`src/hw/rtl/lru_key_value_cache_core_assert.svh`:
```
// ----------------------------------------------------------------------------
// LRU key-value cache assertion macros
// Shared property shorthands for the cache core checks.
// ----------------------------------------------------------------------------
`ifndef LRU_KEY_VALUE_CACHE_CORE_ASSERT_SVH
`define LRU_KEY_VALUE_CACHE_CORE_ASSERT_SVH

// same-cycle implication, sampled on clk_i, off during reset
`define LKVC_ASSERT_NOW(lbl, ante, cons, msg) \
  lbl: assert property (@(posedge clk_i) disable iff (!rst_ni) (ante) |-> (cons)) \
    else $error(msg);

// next-cycle implication, sampled on clk_i, off during reset
`define LKVC_ASSERT_NEXT(lbl, ante, cons, msg) \
  lbl: assert property (@(posedge clk_i) disable iff (!rst_ni) (ante) |=> (cons)) \
    else $error(msg);

`endif

```
`src/hw/rtl/lkvc_pkg.sv`:
```
// ----------------------------------------------------------------------------
// LRU key-value cache package
// Word types, command codes, sequencer states and fixed constants.
// ----------------------------------------------------------------------------
package lkvc_pkg;

  localparam int KEY_W       = 32;
  localparam int PAY_W       = 64;
  localparam int CFG_W       = 5;
  localparam int QUEUE_DEPTH = 2;

  localparam logic [CFG_W-1:0] CAP_RESET = 5'd16;

  typedef enum logic {
    CMD_GET = 1'b0,
    CMD_PUT = 1'b1
  } cmd_e;

  // request word as seen at the port
  typedef struct packed {
    logic                    command;
    logic signed [KEY_W-1:0] lookup_key;
    logic [PAY_W-1:0]        payload_in;
  } req_t;

  // result word as seen at the port
  typedef struct packed {
    logic                    hit;
    logic [PAY_W-1:0]        payload_out;
    logic                    evicted;
    logic signed [KEY_W-1:0] evicted_key;
  } rsp_t;

  // classified word held in the queue between front and back
  typedef struct packed {
    cmd_e             cmd;
    logic [KEY_W-1:0] key;
    logic [PAY_W-1:0] payload;
  } q_item_t;

  typedef enum logic [1:0] {
    BK_IDLE,
    BK_MATCH,
    BK_EXEC,
    BK_READ
  } bk_state_e;

endpackage

```
`src/hw/rtl/lkvc_front.sv`:
```
// ----------------------------------------------------------------------------
// LRU key-value cache front end
// Takes request words, decodes the command, trims the payload and queues them.
// ----------------------------------------------------------------------------
module lkvc_front #(
  parameter int PAYLOAD_BITS = 64
) (
  input  logic             clk_i,
  input  logic             rst_ni,
  input  logic             start,
  input  lkvc_pkg::req_t   req_i,
  output logic             busy,
  output logic             item_valid_o,
  input  logic             item_ready_i,
  output lkvc_pkg::q_item_t item_o
);
  import lkvc_pkg::*;

  localparam int PtrW = $clog2(QUEUE_DEPTH);
  localparam logic [PAY_W-1:0] PayMask = {PAY_W{1'b1}} >> (PAY_W - PAYLOAD_BITS);

  q_item_t           queue_q [QUEUE_DEPTH];
  logic [PtrW-1:0]   wr_ptr_q, wr_ptr_d;
  logic [PtrW-1:0]   rd_ptr_q, rd_ptr_d;
  logic [PtrW:0]     cnt_q, cnt_d;
  logic              push, pop;
  q_item_t           item_new;

  // decode and trim the incoming word
  always_comb begin
    item_new.cmd     = req_i.command ? CMD_PUT : CMD_GET;
    item_new.key     = req_i.lookup_key;
    item_new.payload = req_i.payload_in & PayMask;
  end

  assign busy         = (cnt_q == (PtrW+1)'(QUEUE_DEPTH));
  assign push         = start && !busy;
  assign item_valid_o = (cnt_q != '0);
  assign pop          = item_valid_o && item_ready_i;
  assign item_o       = queue_q[rd_ptr_q];

  // pointer and fill count
  always_comb begin
    wr_ptr_d = push ? wr_ptr_q + PtrW'(1) : wr_ptr_q;
    rd_ptr_d = pop  ? rd_ptr_q + PtrW'(1) : rd_ptr_q;
    cnt_d    = cnt_q + (PtrW+1)'(push) - (PtrW+1)'(pop);
  end

  always_ff @(posedge clk_i or negedge rst_ni) begin
    if (!rst_ni) begin
      wr_ptr_q <= '0;
      rd_ptr_q <= '0;
      cnt_q    <= '0;
    end else begin
      wr_ptr_q <= wr_ptr_d;
      rd_ptr_q <= rd_ptr_d;
      cnt_q    <= cnt_d;
    end
  end

  // queue storage, no reset
  always_ff @(posedge clk_i) begin
    if (push) begin
      queue_q[wr_ptr_q] <= item_new;
    end
  end

endmodule

```
`src/hw/rtl/lkvc_back.sv`:
```
// ----------------------------------------------------------------------------
// LRU key-value cache back end
// Key compare cells, recency ranks, payload memory and the access sequencer.
// ----------------------------------------------------------------------------
module lkvc_back #(
  parameter int ENTRIES      = 16,
  parameter int PAYLOAD_BITS = 64
) (
  input  logic                        clk_i,
  input  logic                        rst_ni,
  input  logic                        item_valid_i,
  output logic                        item_ready_o,
  input  lkvc_pkg::q_item_t           item_i,
  input  logic [lkvc_pkg::CFG_W-1:0]  cap_i,
  output logic                        result_valid_o,
  output lkvc_pkg::rsp_t              rsp_o,
  output logic [$clog2(ENTRIES+1)-1:0] occ_o
);
  import lkvc_pkg::*;

  localparam int IdxW = $clog2(ENTRIES);
  localparam int OccW = $clog2(ENTRIES + 1);
  localparam int CmpW = (OccW > CFG_W) ? OccW : CFG_W;

  bk_state_e             state_q, state_d;
  q_item_t               item_q;
  logic [ENTRIES-1:0]    valid_q, valid_d;
  logic [KEY_W-1:0]      key_q  [ENTRIES];
  logic [IdxW-1:0]       rank_q [ENTRIES];
  logic [IdxW-1:0]       rank_d [ENTRIES];
  logic [OccW-1:0]       occ_q, occ_d;
  logic [ENTRIES-1:0]    hit_vec_q, hit_vec_d;
  logic [ENTRIES-1:0]    vic_vec_q, vic_vec_d;
  logic [PAYLOAD_BITS-1:0] pay_mem [ENTRIES];
  logic [PAYLOAD_BITS-1:0] rd_data_q;
  rsp_t                  res_q, res_d;
  logic                  res_vld_q, res_vld_d;

  logic                  hit_any, need_evict, key_we, pay_we, pay_re;
  logic [IdxW-1:0]       hit_idx, hit_rank, vic_idx, free_idx, ins_idx, pay_idx;
  logic [KEY_W-1:0]      vic_key;
  logic [ENTRIES-1:0]    free_vec, free_oh, ins_oh;
  logic [CmpW-1:0]       cap_ext, eff_cap;
  logic [IdxW-1:0]       lru_rank;

  assign item_ready_o   = (state_q == BK_IDLE);
  assign result_valid_o = res_vld_q;
  assign rsp_o          = res_q;
  assign occ_o          = occ_q;

  // compare cells: key match and least-recent mark, one per entry
  assign lru_rank = IdxW'(occ_q - OccW'(1));
  always_comb begin
    for (int i = 0; i < ENTRIES; i++) begin
      hit_vec_d[i] = valid_q[i] && (key_q[i] == item_q.key);
      vic_vec_d[i] = valid_q[i] && (rank_q[i] == lru_rank);
    end
  end

  // one-hot to index folding; keys are unique so hit is at most one-hot
  assign free_vec = ~valid_q;
  assign free_oh  = free_vec & (~free_vec + ENTRIES'(1));
  always_comb begin
    hit_idx  = '0;
    hit_rank = '0;
    vic_idx  = '0;
    vic_key  = '0;
    free_idx = '0;
    for (int i = 0; i < ENTRIES; i++) begin
      hit_idx  |= IdxW'(i) & {IdxW{hit_vec_q[i]}};
      hit_rank |= rank_q[i] & {IdxW{hit_vec_q[i]}};
      vic_idx  |= IdxW'(i) & {IdxW{vic_vec_q[i]}};
      vic_key  |= key_q[i] & {KEY_W{vic_vec_q[i]}};
      free_idx |= IdxW'(i) & {IdxW{free_oh[i]}};
    end
  end

  // effective capacity: zero acts as one, clamp to the entry count
  assign cap_ext = CmpW'(cap_i);
  always_comb begin
    if (cap_i == '0) begin
      eff_cap = CmpW'(1);
    end else if (cap_ext > CmpW'(ENTRIES)) begin
      eff_cap = CmpW'(ENTRIES);
    end else begin
      eff_cap = cap_ext;
    end
  end

  assign hit_any    = |hit_vec_q;
  assign need_evict = (item_q.cmd == CMD_PUT) && !hit_any && (CmpW'(occ_q) >= eff_cap);
  assign ins_oh     = need_evict ? vic_vec_q : free_oh;
  assign ins_idx    = need_evict ? vic_idx : free_idx;
  assign pay_idx    = hit_any ? hit_idx : ins_idx;

  // sequencer: next state, rank and occupancy updates, result word
  always_comb begin
    state_d   = state_q;
    valid_d   = valid_q;
    rank_d    = rank_q;
    occ_d     = occ_q;
    res_d     = res_q;
    res_vld_d = 1'b0;
    key_we    = 1'b0;
    pay_we    = 1'b0;
    pay_re    = 1'b0;
    unique case (state_q)
      BK_IDLE: begin
        if (item_valid_i) begin
          state_d = BK_MATCH;
        end
      end
      BK_MATCH: begin
        state_d = BK_EXEC;
      end
      BK_EXEC: begin
        res_d = '0;
        if (hit_any) begin
          // promote: younger entries age by one
          for (int i = 0; i < ENTRIES; i++) begin
            if (valid_q[i] && (rank_q[i] < hit_rank)) begin
              rank_d[i] = rank_q[i] + IdxW'(1);
            end
            if (hit_vec_q[i]) begin
              rank_d[i] = '0;
            end
          end
          if (item_q.cmd == CMD_PUT) begin
            pay_we    = 1'b1;
            res_d.hit = 1'b1;
            res_vld_d = 1'b1;
            state_d   = BK_IDLE;
          end else begin
            pay_re  = 1'b1;
            state_d = BK_READ;
          end
        end else if (item_q.cmd == CMD_PUT) begin
          // insert as most recent, replacing the victim when full
          for (int i = 0; i < ENTRIES; i++) begin
            if (valid_q[i] && !(need_evict && vic_vec_q[i])) begin
              rank_d[i] = rank_q[i] + IdxW'(1);
            end
            if (ins_oh[i]) begin
              valid_d[i] = 1'b1;
              rank_d[i]  = '0;
            end
          end
          occ_d             = need_evict ? occ_q : occ_q + OccW'(1);
          key_we            = 1'b1;
          pay_we            = 1'b1;
          res_d.evicted     = need_evict;
          res_d.evicted_key = need_evict ? vic_key : '0;
          res_vld_d         = 1'b1;
          state_d           = BK_IDLE;
        end else begin
          // get miss: all-zero result
          res_vld_d = 1'b1;
          state_d   = BK_IDLE;
        end
      end
      BK_READ: begin
        res_d             = '0;
        res_d.hit         = 1'b1;
        res_d.payload_out = PAY_W'(rd_data_q);
        res_vld_d         = 1'b1;
        state_d           = BK_IDLE;
      end
      default: begin
        state_d = BK_IDLE;
      end
    endcase
  end

  // control state
  always_ff @(posedge clk_i or negedge rst_ni) begin
    if (!rst_ni) begin
      state_q   <= BK_IDLE;
      valid_q   <= '0;
      occ_q     <= '0;
      res_vld_q <= 1'b0;
    end else begin
      state_q   <= state_d;
      valid_q   <= valid_d;
      occ_q     <= occ_d;
      res_vld_q <= res_vld_d;
    end
  end

  // datapath registers, no reset
  always_ff @(posedge clk_i) begin
    if (item_ready_o && item_valid_i) begin
      item_q <= item_i;
    end
    hit_vec_q <= hit_vec_d;
    vic_vec_q <= vic_vec_d;
    rank_q    <= rank_d;
    res_q     <= res_d;
    for (int i = 0; i < ENTRIES; i++) begin
      if (key_we && ins_oh[i]) begin
        key_q[i] <= item_q.key;
      end
    end
  end

  // payload memory, one write or one registered read per cycle
  always_ff @(posedge clk_i) begin
    if (pay_we) begin
      pay_mem[pay_idx] <= item_q.payload[PAYLOAD_BITS-1:0];
    end
    if (pay_re) begin
      rd_data_q <= pay_mem[pay_idx];
    end
  end

endmodule

```
`src/hw/rtl/lru_key_value_cache_core.sv`:
```
// ----------------------------------------------------------------------------
// LRU key-value cache core
// Fully associative key-to-payload cache with least-recently-used replacement.
// ----------------------------------------------------------------------------
// Usage:
//   Request channel: drive req_i and raise start; the word is taken at a
//   clock edge where start is high and busy is low. A two-word queue sits
//   behind the port, so busy rises only when both queue slots are taken.
//   Result channel: result_valid_o is high for exactly one cycle with the
//   result word on rsp_o; the receiver cannot stall, so it must sample it.
//   Config channel: cfg_wdata_i writes the capacity register on
//   cfg_valid_i && cfg_ready_o; ready is always high. Write only when idle.
// Sequencing:
//   An accepted word waits in the queue until the back-end sequencer is idle.
//   The sequencer (compare, update, payload read) then runs its match and
//   execute states, and a read state for a get hit; the result word is
//   registered. It takes no new word until the last one is done.
// Reset:
//   All entries invalid, occupancy zero, capacity 16, queue empty.
//   No clearing pass is needed; the block takes words right after reset.
// ----------------------------------------------------------------------------
module lru_key_value_cache_core #(
  parameter int ENTRIES      = 16,
  parameter int PAYLOAD_BITS = 64
) (
  input  logic                       clk_i,
  input  logic                       rst_ni,
  input  logic                       start,
  input  lkvc_pkg::req_t             req_i,
  output logic                       busy,
  output logic                       result_valid_o,
  output lkvc_pkg::rsp_t             rsp_o,
  input  logic                       cfg_valid_i,
  output logic                       cfg_ready_o,
  input  logic [lkvc_pkg::CFG_W-1:0] cfg_wdata_i
);
  import lkvc_pkg::*;

  `include "lru_key_value_cache_core_assert.svh"

  localparam int OccW = $clog2(ENTRIES + 1);

  logic [CFG_W-1:0] cap_q;
  logic             item_valid, item_ready;
  q_item_t          item;
  logic [OccW-1:0]  occ;

  // capacity register
  assign cfg_ready_o = 1'b1;
  always_ff @(posedge clk_i or negedge rst_ni) begin
    if (!rst_ni) begin
      cap_q <= CAP_RESET;
    end else if (cfg_valid_i && cfg_ready_o) begin
      cap_q <= cfg_wdata_i;
    end
  end

  lkvc_front #(
    .PAYLOAD_BITS (PAYLOAD_BITS)
  ) u_front (
    .clk_i        (clk_i),
    .rst_ni       (rst_ni),
    .start        (start),
    .req_i        (req_i),
    .busy         (busy),
    .item_valid_o (item_valid),
    .item_ready_i (item_ready),
    .item_o       (item)
  );

  lkvc_back #(
    .ENTRIES      (ENTRIES),
    .PAYLOAD_BITS (PAYLOAD_BITS)
  ) u_back (
    .clk_i          (clk_i),
    .rst_ni         (rst_ni),
    .item_valid_i   (item_valid),
    .item_ready_o   (item_ready),
    .item_i         (item),
    .cap_i          (cap_q),
    .result_valid_o (result_valid_o),
    .rsp_o          (rsp_o),
    .occ_o          (occ)
  );

  // checks
  `LKVC_ASSERT_NEXT(a_result_gap, result_valid_o, !result_valid_o, "back-to-back result words")
  `LKVC_ASSERT_NOW(a_occ_bound, 1'b1, occ <= OccW'(ENTRIES), "occupancy above entry count")
  `LKVC_ASSERT_NOW(a_evict_is_miss, result_valid_o && rsp_o.evicted, !rsp_o.hit && (rsp_o.payload_out == '0), "eviction reported on a hit")

endmodule

```
`config.mk`:
```
export PLATFORM = sky130hd
export DESIGN_NAME = lru_key_value_cache_core
export DESIGN_NICKNAME = d
export VERILOG_FILES = /design/src/hw/rtl/lkvc_pkg.sv /design/src/hw/rtl/lkvc_front.sv /design/src/hw/rtl/lkvc_back.sv /design/src/hw/rtl/lru_key_value_cache_core.sv
export VERILOG_INCLUDE_DIRS = /design/src /design/src/hw/rtl
export SDC_FILE = /design/constraint.sdc
export NUM_CORES = 2
export LEC_CHECK = 0
export ABC_AREA = 1
export BUFFER_PORTS_ARGS = -buffer_cell sky130_fd_sc_hd__clkbuf_2
export CAP_MARGIN = 30
export CORE_MARGIN = 2
export CORE_UTILIZATION = 25
export DETAILED_ROUTE_END_ITERATION = 12
export HOLD_SLACK_MARGIN = 0.15
export PLACE_DENSITY = 0.38
export SLEW_MARGIN = 10
export SYNTH_ARGS = -nofsm -noshare
export SYNTH_HDL_FRONTEND = slang
export SYNTH_SLANG_ARGS = --single-unit
```
`constraint.sdc`:
```
create_clock -name clk_i -period 7.6 [get_ports clk_i]
set_clock_uncertainty 0.2 [all_clocks]
set_input_delay 0 -clock clk_i [delete_from_list [all_inputs] [get_ports clk_i]]
set_output_delay 0 -clock clk_i [all_outputs]
set_load 0.05 [all_outputs]
```
==> metrics.md <==
| Metric | Value |
|---|---|
| Startpoint Class | `flip-flop` |
| Worst setup margin | `2.264 ns` |
| CTS tree | `yes` |
| Post-CTS Resized | `0` |
| Max Clock Freq | `187.4 MHz` |
| P&R area growth vs syn | `19.27%` |
| Fin Hold WS | `around 0.20 ns` |
| Period utilization | `70.22%` |
| Number of global-route vias before repair | `64930` |
| Clock slew at reported path FFs | `0.06 ns` |
| Row cnt | `223` |
| GRT overflow | `0` |
| Reg2reg path depth | `14` |
| Hold Path Class | `in2reg` |
| RSZ-0062 raised after global routing | `no` |
| Crit path kind | `reg2reg` |
| Hold Crit Start | `req_i[75]` |
| FFs w/ async S/R, synth | `1.558%` |
| Endpoints failing hold | `0` |
| Seq cells post-synth | `around 2100` |
| Setup bufs post-CTS | `0` |
| Routability Congestion | `0.9641` |
| Syn Area/Cell | `11.23 µm²` |
| Placed cell areas | `about 0.1 mm²` |
| Reg2reg start | `u_back.occ_o[0]` |
| Share of the synthesized area in the top cell type | `66.52%` |
| Static leakage | `41.67 nW` |
| Most common cell in the netlist | `nand2_1` |
| Post-synth EDFFs | `2053` |
| Avg WL per Cell | `27.85 µm` |
| Fin util | `29.97%` |
| Cell Area, Synth | `a little over 0.09 mm²` |
| CTS sink cnt | `2118` |
| Largest cells by area after synthesis | `edfxtp_1 67%, nand2_1 12%, nand3_1 2.7%` |
| Slew Viols, Final | `0` |
| Fillers | `37970` |
| RR Endpoint | `u_back.pay_mem[14][63]` |
| Initial antenna violation count | `18` |
| CP max FO | `95` |
| Root buffer cell | `clkbuf_16` |
| Commonest cells post-synth | `3080 x nand2_1, 2053 x edfxtp_1, 503 x nand3_1, 440 x inv_1, 262 x nor2_1` |
| Starting density of the core | `25.13%` |
| Hold depth | `3` |
| Hold Buf Count CTS | `247` |
| Synth warnings | `0` |
| Die footprint | `0.3756 mm²` |
| Clock latency at the later pin of the worst-skew pair | `0.90 ns` |
| Critical Path AT | `5.66 ns` |
| Cell taking the most area after synthesis | `edfxtp_1` |
| First-pass GRT wire length | `532700 µm` |
| Synthesized instance count | `8252` |
| Post-route setup TNS | `0 ns` |
| Drt total wl | `a little under 400000 µm` |
| Setup crit end kind | `flip-flop` |
| Slew @ Worst Pin | `1.122 ns` |
| Dpl ws | `2.221 ns` |
| Core Footprint | `0.3689 mm²` |
| Clk buf depth | `4` |
| Library cells used by synthesis | `57` |
| Max-Cap Viols | `0` |
| Reg2Reg Setup Slack | `2.26 ns` |
| Footprint of the multi-input gates | `0.02577 mm²` |
| Total track usage | `20.06%` |
| Headroom to the max-slew limit | `around a quarter` |
| Max VDD drop | `0.0009726 V` |
| Hpwl dp | `around 240000 µm` |
| Sequential area share after synthesis | `68.10%` |
| Total number of vias | `about 67000` |
| H-tree Lvls | `5` |
| Post-DRT Antenna Nets | `0` |
| Final Instance Area | `0.1105 mm²` |
| P per Cell Area | `480.2 mW/mm²` |
| Most used DFF post-synth | `edfxtp_1` |
| Status | `completed` |
| IO Port Bufs | `slightly above 200` |
| Total CTS buffers | `264` |
| FF+latch area | `between 0.06 and 0.07 mm²` |
| DR pass1 iterations | `8` |
| Io pins | `207` |
| Post-Synthesis Net Count | `8399` |
| Vias per cell | `4.810` |
| Fin crit period | `around 5.3 ns` |
| DIE HEIGHT | `slightly above 600 µm` |
| Setup violators final | `0` |
| DIE WIDTH | `between 600 and 700 µm` |
| Largest net degree at the start of global routing | `165` |
| Layout cells sized above 1 | `11.22%` |
| Starting DRT DRC Count | `6990` |
| Worst hold endpoint | `u_front.queue_q[1][75]` |
| CP required | `7.93 ns` |
| Nets | `8878` |
| Remaining routing DRC violations | `0` |
==> power by group <==
part	internal (W)	leakage [nW]	total [W]	switching, W
clock network	0.00710	3.98	0.0123	0.00518
logic	0.00569	18.3	0.0229	0.0172
registers	0.0163	19.4	0.0179	0.00163
==> final cells by class <==
type                    count  share of cell area [%]
multi-input cells        5226                   23.31
diodes                      8                 0.01811
repair buffers            657                   4.984
well taps                4950                   5.603
clock buffers             339                   6.411
flip-flops and latches   2118                   57.11
clock inverters           124                  0.9757
inverters                 464                   1.582
==> through the flow <==
stage | instances | power [W]
final | 13890 | 0.05308
after global routing | 13880 | 0.05635
after CTS | 13880 | 0.05377
after detailed placement | 13170 | 0.04119
after global placement | 13150 | 0.04123
after floorplan | 8252 | 0.03241
==> worst max-delay path: stages, from the launching register on <==
cell and delay (ns):
dfrtp_1 0.34, clkinv_1 0.42, ha_1 0.48, nand2_1 0.05, inv_1 0.05, nand4_1 0.07, nand4_1 0.27, nand2_2 0.10
buf_4 0.25, nand2_2 0.13, nand3_4 0.27, nand2_8 0.62, nand3_1 0.48, nor2_4 0.81, buf_12 0.31
==> flip-flops by register name, indices dropped and copies added, names as in the netlist, 2 cells and up <==
| register | count |
|---|---|
| cap_q | 5 |
| u_back.hit_vec_q | 16 |
| u_back.item_q | 97 |
| u_back.key_q | 512 |
| u_back.occ_o | 5 |
| u_back.pay_mem | 1024 |
| u_back.rank_q | 64 |
| u_back.rd_data_q | 64 |
| u_back.rsp_o | 98 |
| u_back.state_q | 2 |
| u_back.valid_q | 16 |
| u_back.vic_vec_q | 16 |
| u_front.cnt_q | 2 |
| u_front.queue_q | 194 |
==> layer usage <==
layer  GRT usage [%]  wire length [µm]  vias to the layer above
li1                -                 -                    29710
met1           26.20            162700                    33860
met2           33.06            181600                     2561
met3           3.073             23960                      646
met4           8.395             18400                       10
met5               0                75                        -
==> worst max-delay path by stage <==
stage | from | to | cells after the start
2_1_floorplan | u_back.hit_vec_q[1] | u_back.state_q[0] | 9
6_report | u_back.occ_o[0] | u_back.pay_mem[14][63] | 14
3_3_place_gp | u_back.occ_o[0] | u_back.pay_mem[10][31] | 14
4_1_cts | u_back.occ_o[0] | u_back.pay_mem[14][39] | 14
5_1_grt | cap_q[0] | u_back.rd_data_q[35] | 23
3_5_place_dp | u_back.occ_o[0] | u_back.pay_mem[14][51] | 14
==> kinds of logic after synthesis <==
kind of cell | Yosys count | synth area share (%)
compound gates | 795 | 5.995
xor+xnor | 210 | 1.984
fa+ha+maj | 41 | 0.5535
buf+inv | 908 | 4.441
flops | 2118 | 68.10
other cells | 1 | 0.004046
simple gates | 4179 | 18.92
==> cells in the final DEF, fill, tap and decap left out, drive strengths merged, types with 117 or more instances in the layout <==
cell / netlist / layout
nand2: 3085 / 3085
edfxtp: 2053 / 2053
nand3: 598 / 598
clkbuf: 174 / 546
inv: 452 / 461
nor2: 270 / 270
dlygate4sd3: 0 / 247
o21ai: 215 / 215
buf: 270 / 202
a221oi: 161 / 161
o22ai: 117 / 117
(Power assumes the default switching activity.)
